===== src/rtl/core/ucf_pkg.sv =====
// UTF-8 simple case fold: shared types, constants and fold functions.
// No dependencies.
`default_nettype none

package ucf_pkg;

	localparam int QDEPTH = 4;
	localparam int QAW    = $clog2(QDEPTH);
	localparam int QCW    = $clog2(QDEPTH + 1);

	localparam logic [7:0] LEAD2_LO = 8'hC2;
	localparam logic [7:0] LEAD2_HI = 8'hDF;
	localparam logic [7:0] LEAD_E0  = 8'hE0;
	localparam logic [7:0] LEAD_ED  = 8'hED;
	localparam logic [7:0] LEAD_F0  = 8'hF0;
	localparam logic [7:0] LEAD_F4  = 8'hF4;

	localparam logic [20:0] CASE_OFS = 21'h20;
	localparam logic [20:0] CYR_OFS  = 21'h50;

	// one burst of result bytes caused by a single input item
	typedef struct packed {
		logic [3:0][7:0] bytes;
		logic [2:0]      cnt;
		logic            fold;
		logic            eot;
	} burst_t;

	function automatic logic [2:0] lead_len(input logic [7:0] b);
		logic [2:0] r;
		unique case (b) inside
			[LEAD2_LO:LEAD2_HI]: r = 3'd2;
			[8'hE0:8'hEF]:       r = 3'd3;
			[LEAD_F0:LEAD_F4]:   r = 3'd4;
			default:             r = 3'd0;
		endcase
		return r;
	endfunction

	function automatic logic second_ok(input logic [7:0] lead, input logic [7:0] b);
		logic r;
		unique case (lead)
			LEAD_E0: r = (b >= 8'hA0) && (b <= 8'hBF);
			LEAD_ED: r = (b >= 8'h80) && (b <= 8'h9F);
			LEAD_F0: r = (b >= 8'h90) && (b <= 8'hBF);
			LEAD_F4: r = (b >= 8'h80) && (b <= 8'h8F);
			default: r = 1'b1;
		endcase
		return r;
	endfunction

	function automatic logic [20:0] fold_cp(input logic [20:0] cp);
		logic [20:0] r;
		r = cp;
		if (cp < 21'h80) begin
			if (cp >= 21'h41 && cp <= 21'h5A)
				r = cp + CASE_OFS;
		end else if ((cp >= 21'hC0 && cp <= 21'hD6) || (cp >= 21'hD8 && cp <= 21'hDE)) begin
			r = cp + CASE_OFS;
		end else if (cp >= 21'h100 && cp <= 21'h17F) begin
			if (cp == 21'h130 || cp == 21'h131 || cp == 21'h138 || cp == 21'h149 ||
			    cp == 21'h178) begin
				r = cp;
			end else if ((cp <= 21'h137) || (cp >= 21'h14A && cp <= 21'h177)) begin
				if (!cp[0])
					r = cp + 21'd1;
			end else if ((cp >= 21'h139 && cp <= 21'h148) ||
			             (cp >= 21'h179 && cp <= 21'h17E)) begin
				if (cp[0])
					r = cp + 21'd1;
			end
		end else if (cp >= 21'h391 && cp <= 21'h3A9 && cp != 21'h3A2) begin
			r = cp + CASE_OFS;
		end else if (cp >= 21'h410 && cp <= 21'h42F) begin
			r = cp + CASE_OFS;
		end else if (cp >= 21'h400 && cp <= 21'h40F) begin
			r = cp + CYR_OFS;
		end
		return r;
	endfunction

	// decode, fold and re-encode a complete sequence of cnt bytes
	function automatic burst_t fold_burst(input burst_t b);
		logic [20:0] cp;
		burst_t      r;
		r = b;
		unique case (b.cnt)
			3'd2:    cp = {10'd0, b.bytes[0][4:0], b.bytes[1][5:0]};
			3'd3:    cp = {5'd0, b.bytes[0][3:0], b.bytes[1][5:0], b.bytes[2][5:0]};
			default: cp = {b.bytes[0][2:0], b.bytes[1][5:0], b.bytes[2][5:0],
			               b.bytes[3][5:0]};
		endcase
		cp = fold_cp(cp);
		unique case (b.cnt)
			3'd2: begin
				r.bytes[0] = {3'b110, cp[10:6]};
				r.bytes[1] = {2'b10, cp[5:0]};
			end
			3'd3: begin
				r.bytes[0] = {4'b1110, cp[15:12]};
				r.bytes[1] = {2'b10, cp[11:6]};
				r.bytes[2] = {2'b10, cp[5:0]};
			end
			default: begin
				r.bytes[0] = {5'b11110, cp[20:18]};
				r.bytes[1] = {2'b10, cp[17:12]};
				r.bytes[2] = {2'b10, cp[11:6]};
				r.bytes[3] = {2'b10, cp[5:0]};
			end
		endcase
		return r;
	endfunction

endpackage

`default_nettype wire


===== src/rtl/core/ucf_front.sv =====
// Front end: accepts bytes, tracks the pending sequence, builds result bursts.
// Depends on ucf_pkg.
`default_nettype none

module ucf_front (
	input  wire logic            clk,
	input  wire logic            arst_n,
	input  wire logic            in_valid,
	input  wire logic [7:0]      in_byte,
	input  wire logic            end_of_text,
	input  wire logic            q_full,
	output logic                 in_stall,
	output logic                 push,
	output ucf_pkg::burst_t      burst
);
	import ucf_pkg::*;

	logic [2:0][7:0] held_q, held_d;
	logic [1:0]      hcnt_q, hcnt_d;
	logic [2:0]      exp_q, exp_d;
	logic [2:0]      n;
	logic            accept;
	logic            is_cont;
	logic            do_begin;
	logic [2:0]      blen;

	assign in_stall = q_full;
	assign accept   = in_valid && !q_full;
	assign is_cont  = (in_byte[7:6] == 2'b10);
	assign blen     = lead_len(in_byte);

	always_comb begin
		burst    = '0;
		n        = '0;
		held_d   = held_q;
		hcnt_d   = hcnt_q;
		exp_d    = exp_q;
		do_begin = 1'b0;

		if (hcnt_q == 2'd0) begin
			do_begin = 1'b1;
		end else if (is_cont) begin
			if (hcnt_q == 2'd1 && !second_ok(held_q[0], in_byte)) begin
				for (int i = 0; i < 3; i++) begin
					if (2'(i) < hcnt_q) begin
						burst.bytes[n[1:0]] = held_q[i];
						n = n + 3'd1;
					end
				end
				burst.bytes[n[1:0]] = in_byte;
				n = n + 3'd1;
				hcnt_d = '0;
				exp_d  = '0;
			end else if ({1'b0, hcnt_q} + 3'd1 == exp_q) begin
				for (int i = 0; i < 3; i++) begin
					if (2'(i) < hcnt_q) begin
						burst.bytes[n[1:0]] = held_q[i];
						n = n + 3'd1;
					end
				end
				burst.bytes[n[1:0]] = in_byte;
				n = n + 3'd1;
				burst.fold = 1'b1;
				hcnt_d = '0;
				exp_d  = '0;
			end else if (hcnt_q < 2'd3) begin
				held_d[hcnt_q] = in_byte;
				hcnt_d = hcnt_q + 2'd1;
			end else begin
				for (int i = 0; i < 3; i++) begin
					burst.bytes[n[1:0]] = held_q[i];
					n = n + 3'd1;
				end
				burst.bytes[n[1:0]] = in_byte;
				n = n + 3'd1;
				hcnt_d = '0;
				exp_d  = '0;
			end
		end else begin
			for (int i = 0; i < 3; i++) begin
				if (2'(i) < hcnt_q) begin
					burst.bytes[n[1:0]] = held_q[i];
					n = n + 3'd1;
				end
			end
			hcnt_d   = '0;
			exp_d    = '0;
			do_begin = 1'b1;
		end

		if (do_begin) begin
			if (!in_byte[7]) begin
				burst.bytes[n[1:0]] = (in_byte >= 8'h41 && in_byte <= 8'h5A) ?
				                      in_byte + 8'h20 : in_byte;
				n = n + 3'd1;
			end else if (blen == 3'd0) begin
				burst.bytes[n[1:0]] = in_byte;
				n = n + 3'd1;
			end else begin
				held_d[0] = in_byte;
				hcnt_d    = 2'd1;
				exp_d     = blen;
			end
		end

		// end of text: flush whatever is still pending
		if (end_of_text && hcnt_d != 2'd0) begin
			for (int i = 0; i < 3; i++) begin
				if (2'(i) < hcnt_d) begin
					burst.bytes[n[1:0]] = held_d[i];
					n = n + 3'd1;
				end
			end
			hcnt_d = '0;
			exp_d  = '0;
		end

		burst.cnt = n;
		burst.eot = end_of_text;
	end

	assign push = accept && (n != 3'd0);

	always_ff @(posedge clk or negedge arst_n) begin
		if (!arst_n) begin
			hcnt_q <= '0;
			exp_q  <= '0;
		end else if (accept) begin
			hcnt_q <= hcnt_d;
			exp_q  <= exp_d;
		end
	end

	always_ff @(posedge clk) begin
		if (accept)
			held_q <= held_d;
	end

endmodule

`default_nettype wire


===== src/rtl/core/ucf_queue.sv =====
// Short FIFO of result bursts between front and back end.
// Depends on ucf_pkg.
`default_nettype none

module ucf_queue (
	input  wire logic            clk,
	input  wire logic            arst_n,
	input  wire logic            push,
	input  wire ucf_pkg::burst_t wdata,
	input  wire logic            pop,
	output logic                 full,
	output logic                 head_valid,
	output ucf_pkg::burst_t      head
);
	import ucf_pkg::*;

	burst_t            ent_q [QDEPTH];
	logic [QAW-1:0]    wr_ptr_q;
	logic [QAW-1:0]    rd_ptr_q;
	logic [QCW-1:0]    cnt_q;

	assign full       = (cnt_q == QCW'(QDEPTH));
	assign head_valid = (cnt_q != '0);
	assign head       = ent_q[rd_ptr_q];

	always_ff @(posedge clk or negedge arst_n) begin
		if (!arst_n) begin
			wr_ptr_q <= '0;
			rd_ptr_q <= '0;
			cnt_q    <= '0;
		end else begin
			if (push)
				wr_ptr_q <= wr_ptr_q + QAW'(1);
			if (pop)
				rd_ptr_q <= rd_ptr_q + QAW'(1);
			if (push && !pop)
				cnt_q <= cnt_q + QCW'(1);
			else if (pop && !push)
				cnt_q <= cnt_q - QCW'(1);
		end
	end

	always_ff @(posedge clk) begin
		if (push)
			ent_q[wr_ptr_q] <= wdata;
	end

endmodule

`default_nettype wire


===== src/rtl/core/ucf_back.sv =====
// Back end: folds complete sequences; one byte per cycle out when not stalled.
// Depends on ucf_pkg.
`default_nettype none

module ucf_back (
	input  wire logic            clk,
	input  wire logic            arst_n,
	input  wire logic            head_valid,
	input  wire ucf_pkg::burst_t head,
	output logic                 pop,
	output logic                 out_valid,
	input  wire logic            out_stall,
	output logic [7:0]           out_byte,
	output logic                 run_last,
	output logic                 text_done
);
	import ucf_pkg::*;

	burst_t     cur_q;
	logic [1:0] idx_q;
	logic       vld_q;
	logic       last;
	logic       taken;

	assign last      = ({1'b0, idx_q} + 3'd1 == cur_q.cnt);
	assign taken     = vld_q && !out_stall;
	assign pop       = head_valid && (!vld_q || (taken && last));
	assign out_valid = vld_q;
	assign out_byte  = cur_q.bytes[idx_q];
	assign run_last  = last;
	assign text_done = last && cur_q.eot;

	always_ff @(posedge clk or negedge arst_n) begin
		if (!arst_n) begin
			vld_q <= 1'b0;
			idx_q <= '0;
		end else if (pop) begin
			vld_q <= 1'b1;
			idx_q <= '0;
		end else if (taken && last) begin
			vld_q <= 1'b0;
		end else if (taken) begin
			idx_q <= idx_q + 2'd1;
		end
	end

	always_ff @(posedge clk) begin
		if (pop)
			cur_q <= head.fold ? fold_burst(head) : head;
	end

endmodule

`default_nettype wire


===== src/rtl/core/utf8_simple_case_fold_top.sv =====
// UTF-8 simple case fold, top level: front end, burst queue, back end.
// Depends on ucf_pkg, ucf_front, ucf_queue, ucf_back.
//
//  channel | handshake             | payload
//  --------+-----------------------+---------------------------------
//  in      | in_valid / in_stall   | in_byte, end_of_text
//  out     | out_valid / out_stall | out_byte, run_last, text_done
//
// One input byte per cycle unless in_stall; one output byte per cycle unless
// out_stall, a byte's burst of 0..4. Bursts go through the queue and cur_q.
// Up to four bursts wait in the queue; in_stall rises only when it is full.
// Reset clears the pending sequence and empties the queue.
`default_nettype none

module utf8_simple_case_fold_top (
	input  wire logic       clk,
	input  wire logic       arst_n,
	input  wire logic       in_valid,
	output logic            in_stall,
	input  wire logic [7:0] in_byte,
	input  wire logic       end_of_text,
	output logic            out_valid,
	input  wire logic       out_stall,
	output logic [7:0]      out_byte,
	output logic            run_last,
	output logic            text_done
);
	import ucf_pkg::*;

	burst_t wburst;
	burst_t head;
	logic   push;
	logic   pop;
	logic   q_full;
	logic   head_valid;

	ucf_front u_front (
		.clk         (clk),
		.arst_n      (arst_n),
		.in_valid    (in_valid),
		.in_byte     (in_byte),
		.end_of_text (end_of_text),
		.q_full      (q_full),
		.in_stall    (in_stall),
		.push        (push),
		.burst       (wburst)
	);

	ucf_queue u_queue (
		.clk        (clk),
		.arst_n     (arst_n),
		.push       (push),
		.wdata      (wburst),
		.pop        (pop),
		.full       (q_full),
		.head_valid (head_valid),
		.head       (head)
	);

	ucf_back u_back (
		.clk        (clk),
		.arst_n     (arst_n),
		.head_valid (head_valid),
		.head       (head),
		.pop        (pop),
		.out_valid  (out_valid),
		.out_stall  (out_stall),
		.out_byte   (out_byte),
		.run_last   (run_last),
		.text_done  (text_done)
	);

endmodule

`default_nettype wire


===== config.mk =====
export PLATFORM = sky130hd
export DESIGN_NAME = utf8_simple_case_fold_top
export DESIGN_NICKNAME = d
export VERILOG_FILES = /design/src/rtl/core/ucf_pkg.sv /design/src/rtl/core/ucf_front.sv /design/src/rtl/core/ucf_queue.sv /design/src/rtl/core/ucf_back.sv /design/src/rtl/core/utf8_simple_case_fold_top.sv
export SDC_FILE = /design/constraint.sdc
export NUM_CORES = 1
export LEC_CHECK = 0
export BUFFER_PORTS_ARGS = -buffer_cell sky130_fd_sc_hd__clkbuf_2
export CAP_MARGIN = 20
export CORE_MARGIN = 2
export CORE_UTILIZATION = 58
export CTS_CLUSTER_DIAMETER = 100
export CTS_CLUSTER_SIZE = 20
export DETAILED_ROUTE_END_ITERATION = 8
export GPL_TIMING_DRIVEN = 0
export PLACE_DENSITY = 0.77
export SLEW_MARGIN = 5
export SYNTH_ARGS = -nofsm -noshare
export SYNTH_HDL_FRONTEND = slang
export SYNTH_SLANG_ARGS = --single-unit

===== constraint.sdc =====
create_clock -name clk -period 6.64 [get_ports clk]
set_clock_uncertainty 0.2 [all_clocks]
set_input_delay 0 -clock clk [delete_from_list [all_inputs] [get_ports clk]]
set_output_delay 0 -clock clk [all_outputs]
set_load 0.01 [all_outputs]

=== Word-level counts from Yosys, hierarchy flattened ===
Memories as Yosys holds them, arrays and structs flattened.
Index checks and enable logic that the tools add are counted.

* Shifts and indexed selects: 0
* Mux-type cells: 198
* $mul: 0
* Divide/modulo/power cells: 0
* Eq/ne operators: 18
* Reduce and logical (&&, ||, !) cells: 66
* Add/sub/neg operators: 24
* Bitwise gates (word level): 0
* Magnitude comparators: 70

{| class="wikitable"
|+ Operators with widths
! operator !! number
|-
| $mux W32 || 36
|-
| $bwmux W32 || 13
|-
| $mux W21 || 13
|-
| $mux W8 || 29
|-
| $demux W8 S2 || 13
|-
| $mux W3 || 56
|-
| $mux W24 || 5
|-
| $eq A21 B9 Y1 const B || 5
|-
| $le A21 B9 Y1 const B || 5
|-
| $ge A21 B9 Y1 const B || 4
|-
| $ge A8 B8 Y1 const B || 6
|-
| $le A8 B8 Y1 const B || 6
|-
| $ge A21 B11 Y1 const B || 2
|-
| $ge A21 B8 Y1 const B || 2
|-
| $le A21 B11 Y1 const B || 2
|-
| $le A21 B8 Y1 const B || 2
|-
| $logic_and A1 B1 Y1 || 42
|-
| $lt A2 B3 Y1 const B || 14
|-
| $pmux W21 S2 || 1
|-
| $add A3 B1 Y3 const B || 13
|-
| $mux W37 || 1
|-
| $eq A8 B8 Y1 const B || 4
|-
| $pmux W14 S2 || 1
|-
| $ge A2 B1 Y1 const B || 13
|-
| other kinds (39) || 88
|}

* RAM bits: 148
* Bits in latches: 0
* Register bits: 75
* Output and inout port bits: 12
* Bits in read-only memories: 0
* Memories: 1

{| class="wikitable"
|+ Memory list
! memory !! words !! width !! read ports !! clocked after memory_dff !! write ports !! RTL line !! RTL
|-
| u_queue.ent_q || 4 || 37 || 1 || 0 || 1 || ucf_queue.sv:17 || <nowiki>burst_t ent_q [QDEPTH];</nowiki>
|}

=== Longest topological paths before layout ===
* Word-level depth: 46
* Depth in mapped cells: 31

=== Modules after synthesis ===
A second synthesis with hierarchy kept.

* Cell total of the unflattened synthesis: 1236
* Area total of the unflattened synthesis: 14033.5 sq um

{| class="wikitable"
|+ Modules (own cells, without submodules)
! module !! times used !! cells an instance !! seq. area each (sq um) !! area each (sq um)
|-
| ucf_queue || 1 || 227 || 4619.4 || 5725.5
|-
| ucf_front || 1 || 644 || 845.8 || 4699.5
|-
| ucf_back || 1 || 365 || 1156.1 || 3608.5
|}

=== Worst setup path after synthesis ===
No wires, ideal clock.

* Kind: register to register
* From: register u_front.hcnt_q[0]
* To: memory u_queue.ent_q[0][0] (netlist name), enable pin
* Arrival: 5.949 ns
* Cell stages (with the launch flop): 27
* Slack: 0.093 ns
* Period minus slack after synthesis: 6.547 ns
* Cells stage by stage: dfrtp_1 -> ha_1 -> clkbuf_1 -> inv_2 -> ha_1 -> nand3_1 -> o21a_1 -> clkbuf_1 -> nor3_1 -> a21oi_1 -> or2_2 -> ha_1 -> nor2_1 -> a21o_1 -> ha_1 -> nor2_1 -> a21oi_1 -> ha_1 -> nand2_1 -> o21ai_0 -> ha_1 -> and3_1 -> xnor3_1 -> nor2_1 -> xor2_1 -> o31a_1 -> and2_1

{| class="wikitable"
|+ RTL lines
! what !! RTL line !! RTL
|-
| start: declaration || ucf_front.sv:19 || <nowiki>logic [1:0] hcnt_q, hcnt_d;</nowiki>
|-
| start signal: assignment || ucf_front.sv:129 || <nowiki>hcnt_q <= hcnt_d;</nowiki>
|-
| end: declaration || ucf_queue.sv:17 ||
|}

==> flow_results.xml <==
<?xml version="1.0" encoding="UTF-8"?>
<metrics>
  <group name="drt">
    <metric name="finalWirelength" unit="microns">40600</metric>
    <metric name="routedWlPerCell" unit="microns">24.7</metric>
    <metric name="drc" unit="">0</metric>
    <metric name="drtAntennaViolNets" unit="">0</metric>
    <metric name="post_drt_via_cell_ratio" unit="">6.93</metric>
    <metric name="detail_route.iter0.violations" unit="">1194</metric>
    <metric name="first_pass_iters" unit="">6</metric>
    <metric name="vias" unit="">11366</metric>
  </group>
  <group name="sta">
    <metric name="final-hold-violation-count" unit="">0</metric>
    <metric name="rsz0062_at_grt" unit="">true</metric>
    <metric name="slew_headroom" unit="">0.264</metric>
    <metric name="fmax" unit="MHz">155</metric>
    <metric name="finalSetupViolCount" unit="">0</metric>
    <metric name="worstMarginPinSlew" unit="ns">1.09</metric>
    <metric name="period_needed" unit="ns">6.46</metric>
    <metric name="timing.final.max_slew_violations" unit="">0</metric>
    <metric name="timing.final.crit_share" unit="">0.973</metric>
    <metric name="final.hold.worst_slack" unit="ns">0.0631</metric>
  </group>
  <group name="critical_path">
    <metric name="crit_fanout" unit="">10</metric>
    <metric name="regToRegStartpoint" unit="">u_front.held_q[4]$_DFFE_PP_</metric>
    <metric name="path_common_cell" unit="">ha_1</metric>
    <metric name="required" unit="ns">6.85</metric>
    <metric name="cp.arrival" unit="ns">6.68</metric>
    <metric name="worst-r2r-cell-count" unit="">29</metric>
    <metric name="critPathLaunchType" unit="">register</metric>
    <metric name="worst_path_largest_cell_delay" unit="ns">0.50</metric>
    <metric name="worst_setup_path_end_kind" unit="">register</metric>
    <metric name="path_class" unit="">reg -&gt; reg</metric>
    <metric name="r2r_slack" unit="ns">0.18</metric>
    <metric name="path_buf_inv" unit="">2</metric>
    <metric name="cpMaxStageDelayCell" unit="">edfxtp_1</metric>
    <metric name="r2r-end" unit="">u_queue.cnt_q[2]$_DFFE_PN0P_</metric>
    <metric name="path_delay_family" unit="">adder cells</metric>
  </group>
  <group name="clock_network">
    <metric name="worstSkewPairLatency" unit="ns">0.50</metric>
    <metric name="clkSinkCount" unit="">223</metric>
    <metric name="cts-htree-levels" unit="">1</metric>
    <metric name="num_cts_buffers" unit="">16</metric>
    <metric name="cts_root_buffer" unit="">clkbuf_16</metric>
    <metric name="clkSlewWorstSetupHoldPaths" unit="ns">0.08</metric>
    <metric name="clk_path_buf_depth" unit="">3</metric>
    <metric name="tritoncts" unit="">built</metric>
  </group>
  <group name="floorplanning">
    <metric name="die_area" unit="sq um">25300</metric>
    <metric name="io_pins" unit="">25</metric>
    <metric name="placeable_area" unit="sq um">23500</metric>
    <metric name="floorplan.die.width" unit="microns">159</metric>
    <metric name="fp-row-count" unit="">56</metric>
    <metric name="start_util" unit="">0.592</metric>
    <metric name="die_height" unit="microns">159</metric>
  </group>
  <group name="hold_path">
    <metric name="min-delay-path-class" unit="">in -&gt; reg</metric>
    <metric name="hold_path_depth" unit="">3</metric>
    <metric name="worst_hold_path.endpoint" unit="">u_front.held_q[20]$_DFFE_PP_</metric>
    <metric name="timing.hold.worst.start" unit="">in_byte[4]</metric>
  </group>
  <group name="synthesis">
    <metric name="synth.net_count" unit="">1308</metric>
    <metric name="yosysWarningCount" unit="">0</metric>
    <metric name="post_synth_inst_count" unit="">1247</metric>
    <metric name="yosys_most_used_dff" unit="">edfxtp_1</metric>
    <metric name="ys_seq_elements" unit="">223</metric>
    <metric name="synth.top_cells.by_area" unit="">edfxtp_1 45%, mux4_2 6.3%, ha_1 4.2%</metric>
    <metric name="async_reset_ff_frac" unit="">0.0673</metric>
    <metric name="post_synthesis_cell_type_with_the_largest_combined_area" unit="">edfxtp_1</metric>
    <metric name="postSynthAreaPerCell" unit="sq um">11.2</metric>
    <metric name="synth-seq-area-share" unit="">0.475</metric>
    <metric name="synth_edf_count" unit="">208</metric>
    <metric name="synthDominantCellAreaShare" unit="">0.448</metric>
    <metric name="synth.lib_cells_used.distinct" unit="">90</metric>
    <metric name="synth_area" unit="sq um">13900</metric>
  </group>
  <group name="grt">
    <metric name="globalRoute.totalOverflow" unit="">0</metric>
    <metric name="grt_pass1_vias" unit="">10766</metric>
    <metric name="global_route_wire_length_before_repair" unit="microns">62700</metric>
    <metric name="antenna_found_initial" unit="">0</metric>
    <metric name="largest_net_degree_at_the_start_of_global_routing" unit="">33</metric>
    <metric name="track_usage" unit="">0.317</metric>
  </group>
  <group name="placement">
    <metric name="buffer_ports.inserted" unit="">23</metric>
    <metric name="detailedPlacementHpwl" unit="microns">30100</metric>
    <metric name="place_congestion" unit="">1.00</metric>
  </group>
  <group name="finish">
    <metric name="final_net_count" unit="">1375</metric>
    <metric name="antennaDiodeCount" unit="">0</metric>
    <metric name="finish.utilization" unit="">0.654</metric>
    <metric name="multi_input_area" unit="sq um">6870</metric>
    <metric name="syn_to_final_growth" unit="%">10.6</metric>
    <metric name="layout-drive-gt1-share" unit="">0.149</metric>
    <metric name="ff_latch_area" unit="sq um">6620</metric>
    <metric name="fillCellCount" unit="">1835</metric>
  </group>
  <group name="power">
    <metric name="p_per_area" unit="nW/um^2">472</metric>
    <metric name="leakagePower" unit="nW">5.53</metric>
    <metric name="vdd_drop_max" unit="V">0.000247</metric>
  </group>
  <group name="run_status">
    <metric name="outcome" unit="">finished, final reports clean</metric>
  </group>
  <group name="run">
    <metric name="max-cap-violations" unit="">0</metric>
  </group>
</metrics>
-- worst min-delay path, cell delays in order --
cell      delay (ns)
clkbuf_1        0.18
inv_1           0.12
o21ai_1         0.21
-- placed cells by master (no fill, tap or decap), drive strengths merged, types with 25 or more instances in the layout --
cell,instances
edfxtp,208
clkbuf,107
nand2,100
nor2,89
o21ai,72
a21oi,71
inv,60
ha,47
mux4,45
o211ai,37
buf,34
nor3,33
mux2i,31
mux2,26
nand3,25
a31oi,25
-- worst max path at each step --
| stage | start | to | slack, ns | cells past startpoint |
|---|---|---|---|---|
| finish | u_front.held_q[4]$_DFFE_PP_ | u_queue.cnt_q[2]$_DFFE_PN0P_ | 0.18 | 29 |
| global route | u_front.held_q[4]$_DFFE_PP_ | u_queue.cnt_q[2]$_DFFE_PN0P_ | -0.11 | 29 |
| CTS | u_front.hcnt_q[1]$_DFFE_PN0P_ | u_queue.cnt_q[2]$_DFFE_PN0P_ | 0.03 | 30 |
| detailed placement | u_front.hcnt_q[0]$_DFFE_PN0P_ | u_queue.cnt_q[2]$_DFFE_PN0P_ | -0.87 | 31 |
| global placement | u_front.hcnt_q[1]$_DFFE_PN0P_ | u_queue.ent_q[2][7]$_DFFE_PP_ | -1.53 | 25 |
| floorplan | u_front.hcnt_q[0]$_DFFE_PN0P_ | u_queue.ent_q[0][0]$_DFFE_PP_ | 0.09 | 26 |
-- power breakdown --
part | switching [mW] | leakage (nW) | internal [mW] | total [mW]
combinational | 2.59 | 3.17 | 1.45 | 4.04
sequential | 0.150 | 2.12 | 2.07 | 2.22
clock | 0.498 | 0.248 | 0.521 | 1.02
-- registers in the layout, indices dropped and copies added, names as in the netlist --
register / cells
u_queue.wr_ptr_q: 2
u_back.out_valid: 1
u_front.held_q: 24
u_front.exp_q: 3
u_queue.cnt_q: 3
u_back.idx_q: 2
u_front.hcnt_q: 2
u_queue.rd_ptr_q: 2
u_back.cur_q: 36
u_queue.ent_q: 148
-- routing by layer --
metal  wire length, microns  track usage
met1                  16000        0.425
met2                  19700        0.539
met3                   3290       0.0372
met4                   1600        0.111
met5                      0            0
-- cells by family (layout without fill, tap and decap cells) --
| logic type | after synthesis | after routing | synth area share |
|---|---|---|---|
| AO/OA/AOI/OAI | 358 | 358 | 0.181 |
| multiplexers | 102 | 102 | 0.119 |
| flip-flops | 223 | 223 | 0.475 |
| AND/OR/NAND/NOR | 356 | 356 | 0.127 |
| XOR/XNOR | 21 | 21 | 0.0142 |
| adder cells (fa/ha/maj) | 48 | 48 | 0.0436 |
| buffers and inverters | 139 | 214 | 0.0400 |
-- cells in the mapped netlist (all sizes together) (5+ instances only) --
| master | count |
|---|---|
| edfxtp | 208 |
| nand2 | 100 |
| nor2 | 89 |
| o21ai | 72 |
| a21oi | 71 |
| clkbuf | 64 |
| inv | 59 |
| ha | 47 |
| mux4 | 45 |
| o211ai | 37 |
| nor3 | 33 |
| mux2i | 31 |
| mux2 | 26 |
| a31oi | 25 |
| nand3 | 25 |
| a221oi | 18 |
| and2 | 16 |
| and3 | 15 |
| buf | 15 |
| dfrtp | 15 |
| nand4 | 14 |
| nor2b | 13 |
| xnor2 | 12 |
| a221o | 11 |
| a22oi | 11 |
| o221ai | 11 |
| o31ai | 11 |
| or2 | 10 |
| a211oi | 9 |
| a21o | 8 |
| a22o | 8 |
| and4 | 8 |
| xor2 | 8 |
| a32o | 7 |
| nand2b | 7 |
| nor3b | 7 |
| a211o | 6 |
| a311oi | 5 |
| o2111ai | 5 |
-- final cells by class --
type,count,share of cell area
inverter,60,0.0146
multi-input combinational,885,0.446
timing repair buffer,51,0.0285
buffer,77,0.0214
tap,319,0.0259
sequential,223,0.430
clock inverter,4,0.00463
clock buffer,22,0.0288
-- per-stage QoR --
| stage | instance area, sq um | TNS, ns | cells | total power, mW | worst slack (ns) |
|---|---|---|---|---|---|
| after CTS | 15300 | 0 | 1634 | 7.14 | 0.0344 |
| after detailed placement | 14600 | -91.95 | 1596 | 6.08 | -0.869 |
| after floorplan | 13900 | 0 | 1247 | 4.89 | 0.0933 |
| after global placement | 14400 | -226.32 | 1589 | 5.97 | -1.53 |
| after global routing | 15400 | -0.110 | 1641 | 7.64 | -0.110 |
| final | 15400 | 0 | 1641 | 7.27 | 0.177 |
-- what timing repair did --
action	in CTS	in global routing
endpoints found under the setup margin	153	162
hold buffers	8	0
gates resized for setup	13	20
hold endpoints to repair	32	0
buffers inserted	6	7
pin swaps	0	4
No activity file was read; power rests on OpenSTA's default activity.
